**config.mk**
```make
export PLATFORM = sky130hd
export DESIGN_NAME = battery_pack_power_mode_controller_core
export DESIGN_NICKNAME = d
export VERILOG_FILES = /design/src/hdl/bpmc_pkg.sv /design/src/hdl/bpmc_step.sv /design/src/hdl/battery_pack_power_mode_controller_core.sv
export SDC_FILE = /design/constraint.sdc
export NUM_CORES = 1
export LEC_CHECK = 0
export BUFFER_PORTS_ARGS = -buffer_cell sky130_fd_sc_hd__buf_2
export CAP_MARGIN = 5
export CORE_ASPECT_RATIO = 2
export CORE_MARGIN = 10
export CORE_UTILIZATION = 40
export CTS_CLUSTER_SIZE = 12
export DETAILED_ROUTE_END_ITERATION = 8
export GPL_ROUTABILITY_DRIVEN = 1
export GPL_TIMING_DRIVEN = 0
export PLACE_DENSITY = 0.6
export SLEW_MARGIN = 30
export SYNTH_ARGS = -nofsm -noshare
export SYNTH_HDL_FRONTEND = slang
export SYNTH_HIERARCHICAL = 1
export SYNTH_SLANG_ARGS = --single-unit
export TNS_END_PERCENT = 100
```
**constraint.sdc**
```tcl
create_clock -name clk -period 14.2 [get_ports clk]
set_input_delay 2.84 -clock clk [delete_from_list [all_inputs] [get_ports clk]]
set_output_delay 2.84 -clock clk [all_outputs]
set_load 0.005 [all_outputs]
```
**src/hdl/bpmc_pkg.sv**
```systemverilog
// Package for the battery pack power mode controller.
// Holds mode, LED and beep codes, register indexes, reset values and the shared structs.
// No dependencies.
package bpmc_pkg;

  // Default width of the mode and gauge age counters.
  localparam int TICK_BITS_DEF = 24;

  // Configuration register indexes.
  localparam logic [2:0] REG_DATA_TIMEOUT   = 3'd0;
  localparam logic [2:0] REG_IDLE_TIMEOUT   = 3'd1;
  localparam logic [2:0] REG_LOCKOUT_TIME   = 3'd2;
  localparam logic [2:0] REG_CHARGER_VOLT   = 3'd3;
  localparam logic [2:0] REG_CURRENT_OFF    = 3'd4;
  localparam logic [2:0] REG_CURRENT_START  = 3'd5;
  localparam logic [2:0] REG_LOW_CURRENT_T  = 3'd6;
  localparam logic [2:0] REG_FINISH_TIME    = 3'd7;

  // Register reset values.
  localparam logic [23:0]        RST_DATA_TIMEOUT  = 24'd1000;
  localparam logic [23:0]        RST_IDLE_TIMEOUT  = 24'd60000;
  localparam logic [23:0]        RST_LOCKOUT_TIME  = 24'd1000;
  localparam logic [15:0]        RST_CHARGER_VOLT  = 16'd20000;
  localparam logic signed [15:0] RST_CURRENT_OFF   = 16'sd100;
  localparam logic signed [15:0] RST_CURRENT_START = 16'sd300;
  localparam logic [23:0]        RST_LOW_CURRENT_T = 24'd5000;
  localparam logic [23:0]        RST_FINISH_TIME   = 24'd60000;

  typedef enum logic [3:0] {
    MODE_IDLE  = 4'd0,
    MODE_NOBAT = 4'd1,
    MODE_FSIL  = 4'd2,
    MODE_FAULT = 4'd3,
    MODE_OUT   = 4'd4,
    MODE_LOCK  = 4'd5,
    MODE_CHG   = 4'd6,
    MODE_PRES  = 4'd7,
    MODE_FIN   = 4'd8
  } mode_t;

  typedef enum logic [2:0] {
    LED_OFF          = 3'd0,
    LED_RED_FAST     = 3'd1,
    LED_GREEN_FADE   = 3'd2,
    LED_ORANGE_FAST  = 3'd3,
    LED_ORANGE_BLINK = 3'd4,
    LED_GREEN_BLINK  = 3'd5,
    LED_RED_BLINK    = 3'd6
  } led_t;

  typedef enum logic [2:0] {
    BEEP_NONE   = 3'd0,
    BEEP_ONCE   = 3'd1,
    BEEP_TWICE  = 3'd2,
    BEEP_THRICE = 3'd3,
    BEEP_FAULT  = 3'd4
  } beep_t;

  typedef struct packed {
    logic [23:0]        data_timeout;
    logic [23:0]        idle_timeout;
    logic [23:0]        lockout_time;
    logic [15:0]        charger_voltage_threshold;
    logic signed [15:0] current_off_threshold;
    logic signed [15:0] current_start_threshold;
    logic [23:0]        low_current_time;
    logic [23:0]        finish_time;
  } cfg_t;

  typedef struct packed {
    logic               polarity_good;
    logic [15:0]        external_voltage;
    logic               pack_present;
    logic               button_on;
    logic               host_message_seen;
    logic               gauge_fresh;
    logic signed [15:0] gauge_current;
    logic               gauge_full;
  } item_t;

  // Mode and latched gauge state that does not depend on the counter width.
  typedef struct packed {
    mode_t              mode;
    logic signed [15:0] held_current;
    logic               held_full;
    logic               fault_seen;
  } ctl_state_t;

  typedef struct packed {
    mode_t mode;
    logic  discharge_enable;
    logic  charge_enable;
    led_t  led_pattern;
    beep_t beep_request;
    logic  sleep_request;
    logic  fault_recorded;
  } result_t;

  // LED pattern shown in each mode.
  function automatic led_t led_of_mode(input mode_t m);
    led_t l;
    case (m)
      MODE_NOBAT: l = LED_RED_BLINK;
      MODE_FAULT: l = LED_RED_FAST;
      MODE_OUT:   l = LED_GREEN_FADE;
      MODE_LOCK:  l = LED_ORANGE_FAST;
      MODE_CHG:   l = LED_ORANGE_FAST;
      MODE_PRES:  l = LED_ORANGE_BLINK;
      MODE_FIN:   l = LED_GREEN_BLINK;
      default:    l = LED_OFF;
    endcase
    return l;
  endfunction

  // The charge path is on while output is on and in every charge mode past lockout.
  function automatic logic chg_of_mode(input mode_t m);
    return (m == MODE_OUT) || (m == MODE_CHG) || (m == MODE_PRES) || (m == MODE_FIN);
  endfunction

endpackage

```
**src/hdl/bpmc_step.sv**
```systemverilog
// Next-state and result logic for one millisecond tick of the power mode controller.
// Purely combinational; uses bpmc_pkg types and tables.
module bpmc_step #(
  parameter int TICK_BITS = bpmc_pkg::TICK_BITS_DEF
) (
  input  bpmc_pkg::item_t      item,
  input  bpmc_pkg::cfg_t       cfg,
  input  bpmc_pkg::ctl_state_t st,
  input  logic [TICK_BITS-1:0] mode_ticks,
  input  logic [TICK_BITS-1:0] gauge_age,
  output bpmc_pkg::ctl_state_t st_nxt,
  output logic [TICK_BITS-1:0] mode_ticks_nxt,
  output logic [TICK_BITS-1:0] gauge_age_nxt,
  output bpmc_pkg::result_t    res
);

  // Width at which counters are compared against the 24-bit limits.
  localparam int CW = (TICK_BITS > 24) ? TICK_BITS : 24;

  // Saturating increment.
  function automatic logic [TICK_BITS-1:0] bump(input logic [TICK_BITS-1:0] c);
    return (&c) ? c : c + TICK_BITS'(1);
  endfunction

  bpmc_pkg::mode_t      mode0;
  logic [TICK_BITS-1:0] mt0;
  logic [TICK_BITS-1:0] mt_b;
  logic [TICK_BITS-1:0] age_b;
  logic signed [15:0]   cur_h;
  logic                 full_h;
  logic                 low;
  logic                 sleep;
  bpmc_pkg::beep_t      beep;
  bpmc_pkg::mode_t      mode_n;
  logic                 fault_n;

  always_comb begin
    // A missing pack forces no-battery mode ahead of the mode logic.
    if (!item.pack_present && st.mode != bpmc_pkg::MODE_NOBAT) begin
      mode0 = bpmc_pkg::MODE_NOBAT;
      mt0   = '0;
    end else begin
      mode0 = st.mode;
      mt0   = mode_ticks;
    end

    // Gauge latch: fresh data restarts the age, stale data clears after the timeout.
    age_b = bump(gauge_age);
    if (item.gauge_fresh) begin
      cur_h         = item.gauge_current;
      full_h        = item.gauge_full;
      gauge_age_nxt = '0;
    end else if (CW'(age_b) > CW'(cfg.data_timeout)) begin
      cur_h         = '0;
      full_h        = 1'b0;
      gauge_age_nxt = '0;
    end else begin
      cur_h         = st.held_current;
      full_h        = st.held_full;
      gauge_age_nxt = age_b;
    end

    beep           = bpmc_pkg::BEEP_NONE;
    sleep          = 1'b0;
    fault_n        = st.fault_seen;
    mode_n         = mode0;
    mode_ticks_nxt = mt0;
    mt_b           = bump(mt0);
    low            = 1'b0;

    // Mode transitions; at most one per tick.
    case (mode0)
      bpmc_pkg::MODE_IDLE: begin
        if (item.host_message_seen) mt_b = '0;
        mode_ticks_nxt = mt_b;
        if (!item.polarity_good) begin
          fault_n = 1'b1;
          mode_n  = bpmc_pkg::MODE_FSIL;
        end else if (item.button_on) begin
          mode_n = bpmc_pkg::MODE_OUT;
          beep   = bpmc_pkg::BEEP_TWICE;
        end else if (item.external_voltage > cfg.charger_voltage_threshold) begin
          mode_n         = bpmc_pkg::MODE_LOCK;
          mode_ticks_nxt = '0;
          beep           = bpmc_pkg::BEEP_TWICE;
        end else if (CW'(mt_b) == CW'(cfg.idle_timeout)) begin
          // Silent restart of the idle count with a sleep pulse.
          sleep          = 1'b1;
          mode_ticks_nxt = '0;
        end
      end
      bpmc_pkg::MODE_NOBAT: begin
        if (item.pack_present) begin
          mode_n         = bpmc_pkg::MODE_IDLE;
          mode_ticks_nxt = '0;
          beep           = bpmc_pkg::BEEP_ONCE;
        end
      end
      bpmc_pkg::MODE_FSIL: begin
        if (item.button_on) mode_n = bpmc_pkg::MODE_FAULT;
      end
      bpmc_pkg::MODE_FAULT: begin
        beep = bpmc_pkg::BEEP_FAULT;
        if (!item.button_on) mode_n = bpmc_pkg::MODE_FSIL;
      end
      bpmc_pkg::MODE_OUT: begin
        if (!item.button_on) begin
          mode_n         = bpmc_pkg::MODE_IDLE;
          mode_ticks_nxt = '0;
          beep           = bpmc_pkg::BEEP_ONCE;
        end
      end
      bpmc_pkg::MODE_LOCK: begin
        mode_ticks_nxt = mt_b;
        if (CW'(mt_b) > CW'(cfg.lockout_time)) begin
          mode_n         = bpmc_pkg::MODE_CHG;
          mode_ticks_nxt = '0;
        end
      end
      bpmc_pkg::MODE_CHG: begin
        low            = (cur_h < cfg.current_off_threshold) || full_h;
        mode_ticks_nxt = low ? mt_b : '0;
        if (item.button_on) begin
          mode_n = bpmc_pkg::MODE_OUT;
          beep   = bpmc_pkg::BEEP_TWICE;
        end else if (item.external_voltage < cfg.charger_voltage_threshold) begin
          mode_n         = bpmc_pkg::MODE_IDLE;
          mode_ticks_nxt = '0;
          beep           = bpmc_pkg::BEEP_ONCE;
        end else if (CW'(mode_ticks_nxt) >= CW'(cfg.low_current_time)) begin
          mode_ticks_nxt = '0;
          if (full_h) begin
            mode_n = bpmc_pkg::MODE_FIN;
            beep   = bpmc_pkg::BEEP_THRICE;
          end else begin
            mode_n = bpmc_pkg::MODE_PRES;
          end
        end
      end
      bpmc_pkg::MODE_PRES, bpmc_pkg::MODE_FIN: begin
        low            = cur_h < cfg.current_off_threshold;
        mode_ticks_nxt = low ? mt_b : '0;
        if (item.button_on) begin
          mode_n = bpmc_pkg::MODE_OUT;
          beep   = bpmc_pkg::BEEP_TWICE;
        end else if (item.external_voltage < cfg.charger_voltage_threshold) begin
          mode_n         = bpmc_pkg::MODE_IDLE;
          mode_ticks_nxt = '0;
          beep           = bpmc_pkg::BEEP_ONCE;
        end else if (cur_h >= cfg.current_start_threshold) begin
          mode_n         = bpmc_pkg::MODE_CHG;
          mode_ticks_nxt = '0;
        end else if (CW'(mode_ticks_nxt) >= CW'(cfg.finish_time)) begin
          mode_n         = bpmc_pkg::MODE_IDLE;
          mode_ticks_nxt = '0;
          beep           = bpmc_pkg::BEEP_ONCE;
        end
      end
      default: begin
        mode_n         = bpmc_pkg::MODE_IDLE;
        mode_ticks_nxt = '0;
        beep           = bpmc_pkg::BEEP_ONCE;
      end
    endcase

    st_nxt.mode         = mode_n;
    st_nxt.held_current = cur_h;
    st_nxt.held_full    = full_h;
    st_nxt.fault_seen   = fault_n;

    // Result fields follow the mode after the tick.
    res.mode             = mode_n;
    res.discharge_enable = (mode_n == bpmc_pkg::MODE_OUT);
    res.charge_enable    = bpmc_pkg::chg_of_mode(mode_n);
    res.led_pattern      = bpmc_pkg::led_of_mode(mode_n);
    res.beep_request     = beep;
    res.sleep_request    = sleep;
    res.fault_recorded   = fault_n;
  end

endmodule

```
**src/hdl/battery_pack_power_mode_controller_core.sv**
```systemverilog
// Top level of the battery pack power mode controller: input register, tick logic, result register.
// Depends on bpmc_pkg and bpmc_step.
//
//  channel   direction  handshake                  payload
//  in_*      input      in_valid / in_stall        one millisecond tick with its readings
//  out_*     output     out_valid / out_stall      mode, enables, LED, beep, sleep, fault
//  cfg_*     input      cfg_write_enable           cfg_index, cfg_data (no read-back)
//
// One tick per clock while the output is not stalled: a tick is held in the input register and
// its result then moves into the result register. The mode logic is one pass between those
// registers. Synchronous active-low reset returns the mode to idle and clears counters and
// latched gauge data. A stalled result holds, and the input register takes one more tick
// and then stalls the input until the result register frees up.
module battery_pack_power_mode_controller_core #(
  parameter int TICK_BITS = bpmc_pkg::TICK_BITS_DEF
) (
  input  logic               clk,
  input  logic               rst_n,
  input  logic               in_valid,
  output logic               in_stall,
  input  logic               in_polarity_good,
  input  logic [15:0]        in_external_voltage,
  input  logic               in_pack_present,
  input  logic               in_button_on,
  input  logic               in_host_message_seen,
  input  logic               in_gauge_fresh,
  input  logic signed [15:0] in_gauge_current,
  input  logic               in_gauge_full,
  output logic               out_valid,
  input  logic               out_stall,
  output logic [3:0]         out_mode,
  output logic               out_discharge_enable,
  output logic               out_charge_enable,
  output logic [2:0]         out_led_pattern,
  output logic [2:0]         out_beep_request,
  output logic               out_sleep_request,
  output logic               out_fault_recorded,
  input  logic               cfg_write_enable,
  input  logic [2:0]         cfg_index,
  input  logic [23:0]        cfg_data
);

  bpmc_pkg::cfg_t       cfg_r;
  bpmc_pkg::item_t      item_r;
  logic                 s1_v_r;
  logic                 s1_v_nxt;
  bpmc_pkg::result_t    out_r;
  logic                 out_v_r;
  logic                 out_v_nxt;
  bpmc_pkg::ctl_state_t st_r;
  bpmc_pkg::ctl_state_t st_nxt;
  logic [TICK_BITS-1:0] mode_ticks_r;
  logic [TICK_BITS-1:0] mode_ticks_nxt;
  logic [TICK_BITS-1:0] gauge_age_r;
  logic [TICK_BITS-1:0] gauge_age_nxt;
  bpmc_pkg::result_t    res;
  logic                 s1_adv;
  logic                 in_xfer;

  // Configuration registers.
  always_ff @(posedge clk) begin
    if (!rst_n) begin
      cfg_r.data_timeout              <= bpmc_pkg::RST_DATA_TIMEOUT;
      cfg_r.idle_timeout              <= bpmc_pkg::RST_IDLE_TIMEOUT;
      cfg_r.lockout_time              <= bpmc_pkg::RST_LOCKOUT_TIME;
      cfg_r.charger_voltage_threshold <= bpmc_pkg::RST_CHARGER_VOLT;
      cfg_r.current_off_threshold     <= bpmc_pkg::RST_CURRENT_OFF;
      cfg_r.current_start_threshold   <= bpmc_pkg::RST_CURRENT_START;
      cfg_r.low_current_time          <= bpmc_pkg::RST_LOW_CURRENT_T;
      cfg_r.finish_time               <= bpmc_pkg::RST_FINISH_TIME;
    end else if (cfg_write_enable) begin
      case (cfg_index)
        bpmc_pkg::REG_DATA_TIMEOUT:  cfg_r.data_timeout <= cfg_data;
        bpmc_pkg::REG_IDLE_TIMEOUT:  cfg_r.idle_timeout <= cfg_data;
        bpmc_pkg::REG_LOCKOUT_TIME:  cfg_r.lockout_time <= cfg_data;
        bpmc_pkg::REG_CHARGER_VOLT:  cfg_r.charger_voltage_threshold <= cfg_data[15:0];
        bpmc_pkg::REG_CURRENT_OFF:   cfg_r.current_off_threshold <= cfg_data[15:0];
        bpmc_pkg::REG_CURRENT_START: cfg_r.current_start_threshold <= cfg_data[15:0];
        bpmc_pkg::REG_LOW_CURRENT_T: cfg_r.low_current_time <= cfg_data;
        bpmc_pkg::REG_FINISH_TIME:   cfg_r.finish_time <= cfg_data;
        default: ;
      endcase
    end
  end

  // Pipeline control: the input register moves on whenever the result register frees up.
  assign s1_adv   = s1_v_r && (!out_v_r || !out_stall);
  assign in_stall = s1_v_r && !s1_adv;
  assign in_xfer  = in_valid && !in_stall;

  always_comb begin
    s1_v_nxt  = in_xfer ? 1'b1 : (s1_adv ? 1'b0 : s1_v_r);
    out_v_nxt = s1_adv ? 1'b1 : ((out_v_r && !out_stall) ? 1'b0 : out_v_r);
  end

  always_ff @(posedge clk) begin
    if (!rst_n) begin
      s1_v_r  <= 1'b0;
      out_v_r <= 1'b0;
    end else begin
      s1_v_r  <= s1_v_nxt;
      out_v_r <= out_v_nxt;
    end
  end

  // Input register captures a tick on each transfer.
  always_ff @(posedge clk) begin
    if (in_xfer) begin
      item_r.polarity_good     <= in_polarity_good;
      item_r.external_voltage  <= in_external_voltage;
      item_r.pack_present      <= in_pack_present;
      item_r.button_on         <= in_button_on;
      item_r.host_message_seen <= in_host_message_seen;
      item_r.gauge_fresh       <= in_gauge_fresh;
      item_r.gauge_current     <= in_gauge_current;
      item_r.gauge_full        <= in_gauge_full;
    end
  end

  bpmc_step #(
    .TICK_BITS(TICK_BITS)
  ) u_step (
    .item          (item_r),
    .cfg           (cfg_r),
    .st            (st_r),
    .mode_ticks    (mode_ticks_r),
    .gauge_age     (gauge_age_r),
    .st_nxt        (st_nxt),
    .mode_ticks_nxt(mode_ticks_nxt),
    .gauge_age_nxt (gauge_age_nxt),
    .res           (res)
  );

  // Controller state advances once per tick, as it moves into the result register.
  always_ff @(posedge clk) begin
    if (!rst_n) begin
      st_r.mode         <= bpmc_pkg::MODE_IDLE;
      st_r.held_current <= '0;
      st_r.held_full    <= 1'b0;
      st_r.fault_seen   <= 1'b0;
      mode_ticks_r      <= '0;
      gauge_age_r       <= '0;
    end else if (s1_adv) begin
      st_r         <= st_nxt;
      mode_ticks_r <= mode_ticks_nxt;
      gauge_age_r  <= gauge_age_nxt;
    end
  end

  // Result register.
  always_ff @(posedge clk) begin
    if (s1_adv) out_r <= res;
  end

  assign out_valid            = out_v_r;
  assign out_mode             = out_r.mode;
  assign out_discharge_enable = out_r.discharge_enable;
  assign out_charge_enable    = out_r.charge_enable;
  assign out_led_pattern      = out_r.led_pattern;
  assign out_beep_request     = out_r.beep_request;
  assign out_sleep_request    = out_r.sleep_request;
  assign out_fault_recorded   = out_r.fault_recorded;

`ifndef NO_ASSERTIONS
  // The input side only stalls while a tick waits in the input register.
  a_stall_needs_item: assert property (@(posedge clk) disable iff (!rst_n)
    in_stall |-> s1_v_r)
    else $error("input stalled with an empty input register");

  // A recorded fault stays recorded until reset.
  a_fault_sticky: assert property (@(posedge clk) disable iff (!rst_n)
    st_r.fault_seen |=> st_r.fault_seen)
    else $error("fault record cleared without reset");

  // Discharge is enabled exactly in output mode.
  a_dsg_mode: assert property (@(posedge clk) disable iff (!rst_n)
    out_v_r |-> (out_discharge_enable == (out_mode == 4'(bpmc_pkg::MODE_OUT))))
    else $error("discharge enable does not match the mode");

  // A sleep pulse comes only from idle, silently.
  a_sleep_idle: assert property (@(posedge clk) disable iff (!rst_n)
    (out_v_r && out_sleep_request) |->
      (out_mode == 4'(bpmc_pkg::MODE_IDLE) && out_beep_request == 3'(bpmc_pkg::BEEP_NONE)))
    else $error("sleep request outside silent idle");
`endif

endmodule
```
==> results_dict.tcl <==
set metrics [dict create \
    viasPerCell 5.72 \
    clk_latency_ns 0.60 \
    antenna_found_initial 0 \
    postSynth.asyncResetShare_pct 0 \
    wl_mm 68.0 \
    synth_largest_area_cell "dfxtp_1" \
    synth_cell_types 94 \
    vdd_drop_max_mv 0.0954 \
    setup_viol 0 \
    cts_setup_buffers 0 \
    fin_skew_ns 0.0219 \
    cts_buffers 31 \
    yosysWarnings 6 \
    io_pins 86 \
    setup_tns_ns 0 \
    postCtsResizedCells 0 \
    initial_core_util_pct 40.4 \
    worstSetupPathType "flop to flop" \
    synth_area_mm2 0.0185 \
    worstPathMaxFanout 10 \
    synth_commonest_cells "398 x nand2_1, 245 x mux2i_1, 240 x dfxtp_1" \
    synth_most_common_cell "nand2_1" \
    wl_met1_mm 22.8 \
    track_usage_pct 23.8 \
    core-area_mm2 0.0458 \
    syn_nets 2375 \
    max_cap_violations 0 \
    grt_pass1_vias 16600 \
    numPortBuffers 84 \
    critPathLaunchType "flop" \
    drive_gt1_share_pct 10.7 \
    status "complete, no violations" \
    synth_edf_count 52 \
    rsz0062_at_grt "no" \
    fillCellCount 4544 \
    dp.cells 2813 \
    cts.sink_count 292 \
    clkTransAtPathRegs_ns 0.06 \
    synth.area.top_cells "dfxtp_1 26%, mux2i_1 13%, ha_1 9.8%, edfxtp_1 8.4%, nand2_1 8.1%" \
    p_leak_nw 9.24 \
    synthCells 2160 \
    layout.nets 2496 \
    topRoutingLayerUsed "met4" \
    area_growth_pct 11.9 \
    chipHeight_um 324 \
    cp_slowest_stage_delay_ns 0.79 \
    powerDensity_mw_per_mm2 92.1 \
    cts-root-buf "clkbuf_16" \
    met2RoutedLength_mm 36.0 \
    via_count 16400 \
    min_path_type "flop to flop" \
    crit_buf_inv 4 \
    worst_slew_pin_slew_ns 1.02 \
    cts_tree "yes" \
    wl_met3_mm 2.85 \
    fp.dieW_um 172 \
    row_count 111 \
    antennaDiodeCount 0 \
    slew_viol_final 0 \
    hold_viol 0 \
    critPathCaptureType "flop" \
    overflow 0 \
    first_pass_iters 6 \
    syn_avg_cell_area_um2 8.57 \
    synth_top_area_share_pct 25.9 \
    ys_ff_latch 292 \
    grt_pass1_wl_mm 100 \
    drt_iter0_drc 1114 \
    rrSetupSlack_ns 2.00 \
    fmax_mhz 82.0 \
    final.period_utilization_pct 85.9 \
    cp_slowest_cell "nor4b_1" \
    seq_area_frac_synth_pct 34.4 \
    h-tree-depth 1 \
    crit_required_ns 14.54 \
    design_area_mm2 0.0207 \
    cts.path.max_buffers 3 \
    finalNonFillerCells 2864 \
    wl_per_cell_um 23.8 \
    hpwl_mm 54.3 \
    route.antenna.remaining_nets 0 \
    synthFlopType "dfxtp_1" \
    grt_max_degree 24 \
    dieArea_mm2 0.0558 \
    gp_congestion 0.967 \
    place_area_mm2 0.0198 \
    slew_headroom_pct 31.6 \
    critPathTopFamily "simple AND/OR/NAND/NOR gates" \
    critPathArrivalTime_ns 12.53 \
    ctsHoldBuffers 0 \
    layout_min_cycle_time_ns 12.20 \
    cp_common_cell "o21ai_0" \
    drc 0 \
]
[final timing paths]
path,start,endpoint,cells past startpoint
worst max-delay path,gauge_age_r[6]$_SDFFE_PN0P_,out_led_pattern[0]$_DFFE_PP_,39
worst min-delay path,mode_ticks_r[5]$_SDFFE_PN0P_,mode_ticks_r[5]$_SDFFE_PN0P_,2
worst max register to register,gauge_age_r[6]$_SDFFE_PN0P_,out_led_pattern[0]$_DFFE_PP_,39
worst min register to register,mode_ticks_r[5]$_SDFFE_PN0P_,mode_ticks_r[5]$_SDFFE_PN0P_,2
[stage by stage]
stage | setup slack, ns | total power, mW | hold slack (ns) | util [%]
2_1_floorplan | 5.43 | 1.03 | 0.429 | -
3_3_place_gp | 1.24 | 1.12 | 0.438 | 42.9
3_5_place_dp | 2.30 | 1.13 | 0.444 | 43.1
4_1_cts | 2.30 | 1.92 | 0.459 | 45.2
5_1_grt | 1.49 | 1.97 | 0.474 | 45.2
6_report | 2.00 | 1.91 | 0.456 | 45.2
[where the power goes]
part           internal, mW  switching (mW)  leakage [nW]
clock                 0.443           0.353         0.477
combinational        0.0760           0.158          6.32
sequential            0.866          0.0132          2.45
total                  1.39           0.524          9.24
[routing by layer]
| layer | up-vias | track usage (%) |
|---|---|---|
| li1 | 7756 | - |
| met1 | 7819 | 22.2 |
| met2 | 572 | 44.6 |
| met3 | 246 | 2.97 |
| met4 | 0 | 18.7 |
| met5 | - | 0 |
[kinds of logic after synthesis]
logic type	Yosys count	synth area share [%]
flip-flops	292	34.4
AO/OA/AOI/OAI	309	12.1
multiplexers	247	13.4
buffers and inverters	317	7.26
XOR/XNOR	35	1.77
AND/OR/NAND/NOR	815	21.3
adder cells (fa/ha/maj)	145	9.80
[worst register-to-register path, delay by kind of cell (launching register included)]
family | cells | cell delay [ns]
AOI/OAI and AO/OA | 13 | 4.10
xor gates and xnor gates | 2 | 0.45
adders and majority gates | 3 | 0.92
buffers and inverters | 4 | 1.27
DFF | 1 | 0.36
and+or+nand+nor | 17 | 4.88
[layout make-up]
class	count	area [um2]	area share (%)
buffer	126	627	3.02
clock buffer	42	867	4.18
tap	565	707	3.41
multi-input combinational	1551	10900	52.5
clock inverter	9	92.6	0.447
sequential	292	6370	30.7
inverter	191	717	3.46
timing repair buffer	88	472	2.28
[state kept, by name, summed over array words and instances, names as in the netlist]
name / flops
out_mode: 4
out_charge_enable: 1
cfg_r: 168
gauge_age_r: 24
out_fault_recorded: 1
mode_ticks_r: 24
s1_v_r: 1
out_led_pattern: 3
item_r: 38
st_r: 22
out_beep_request: 3
out_valid: 1
out_sleep_request: 1
out_discharge_enable: 1
[cells in the final DEF (no fill, tap or decap), types with 17 or more instances in the layout]
cell,n
clkbuf_1,71
o21ai_0,57
edfxtp_1,52
nor2_1,99
nand2_1,398
and4_1,17
a21o_1,31
xnor2_1,21
ha_1,145
and2_1,22
and3_1,24
nand3_1,38
clkbuf_16,31
nor3_1,25
a21oi_1,44
nor2b_1,75
buf_2,124
nand4_1,37
mux2i_1,243
dfxtp_1,240
inv_1,190
No activity file was read; power rests on OpenSTA's default activity.
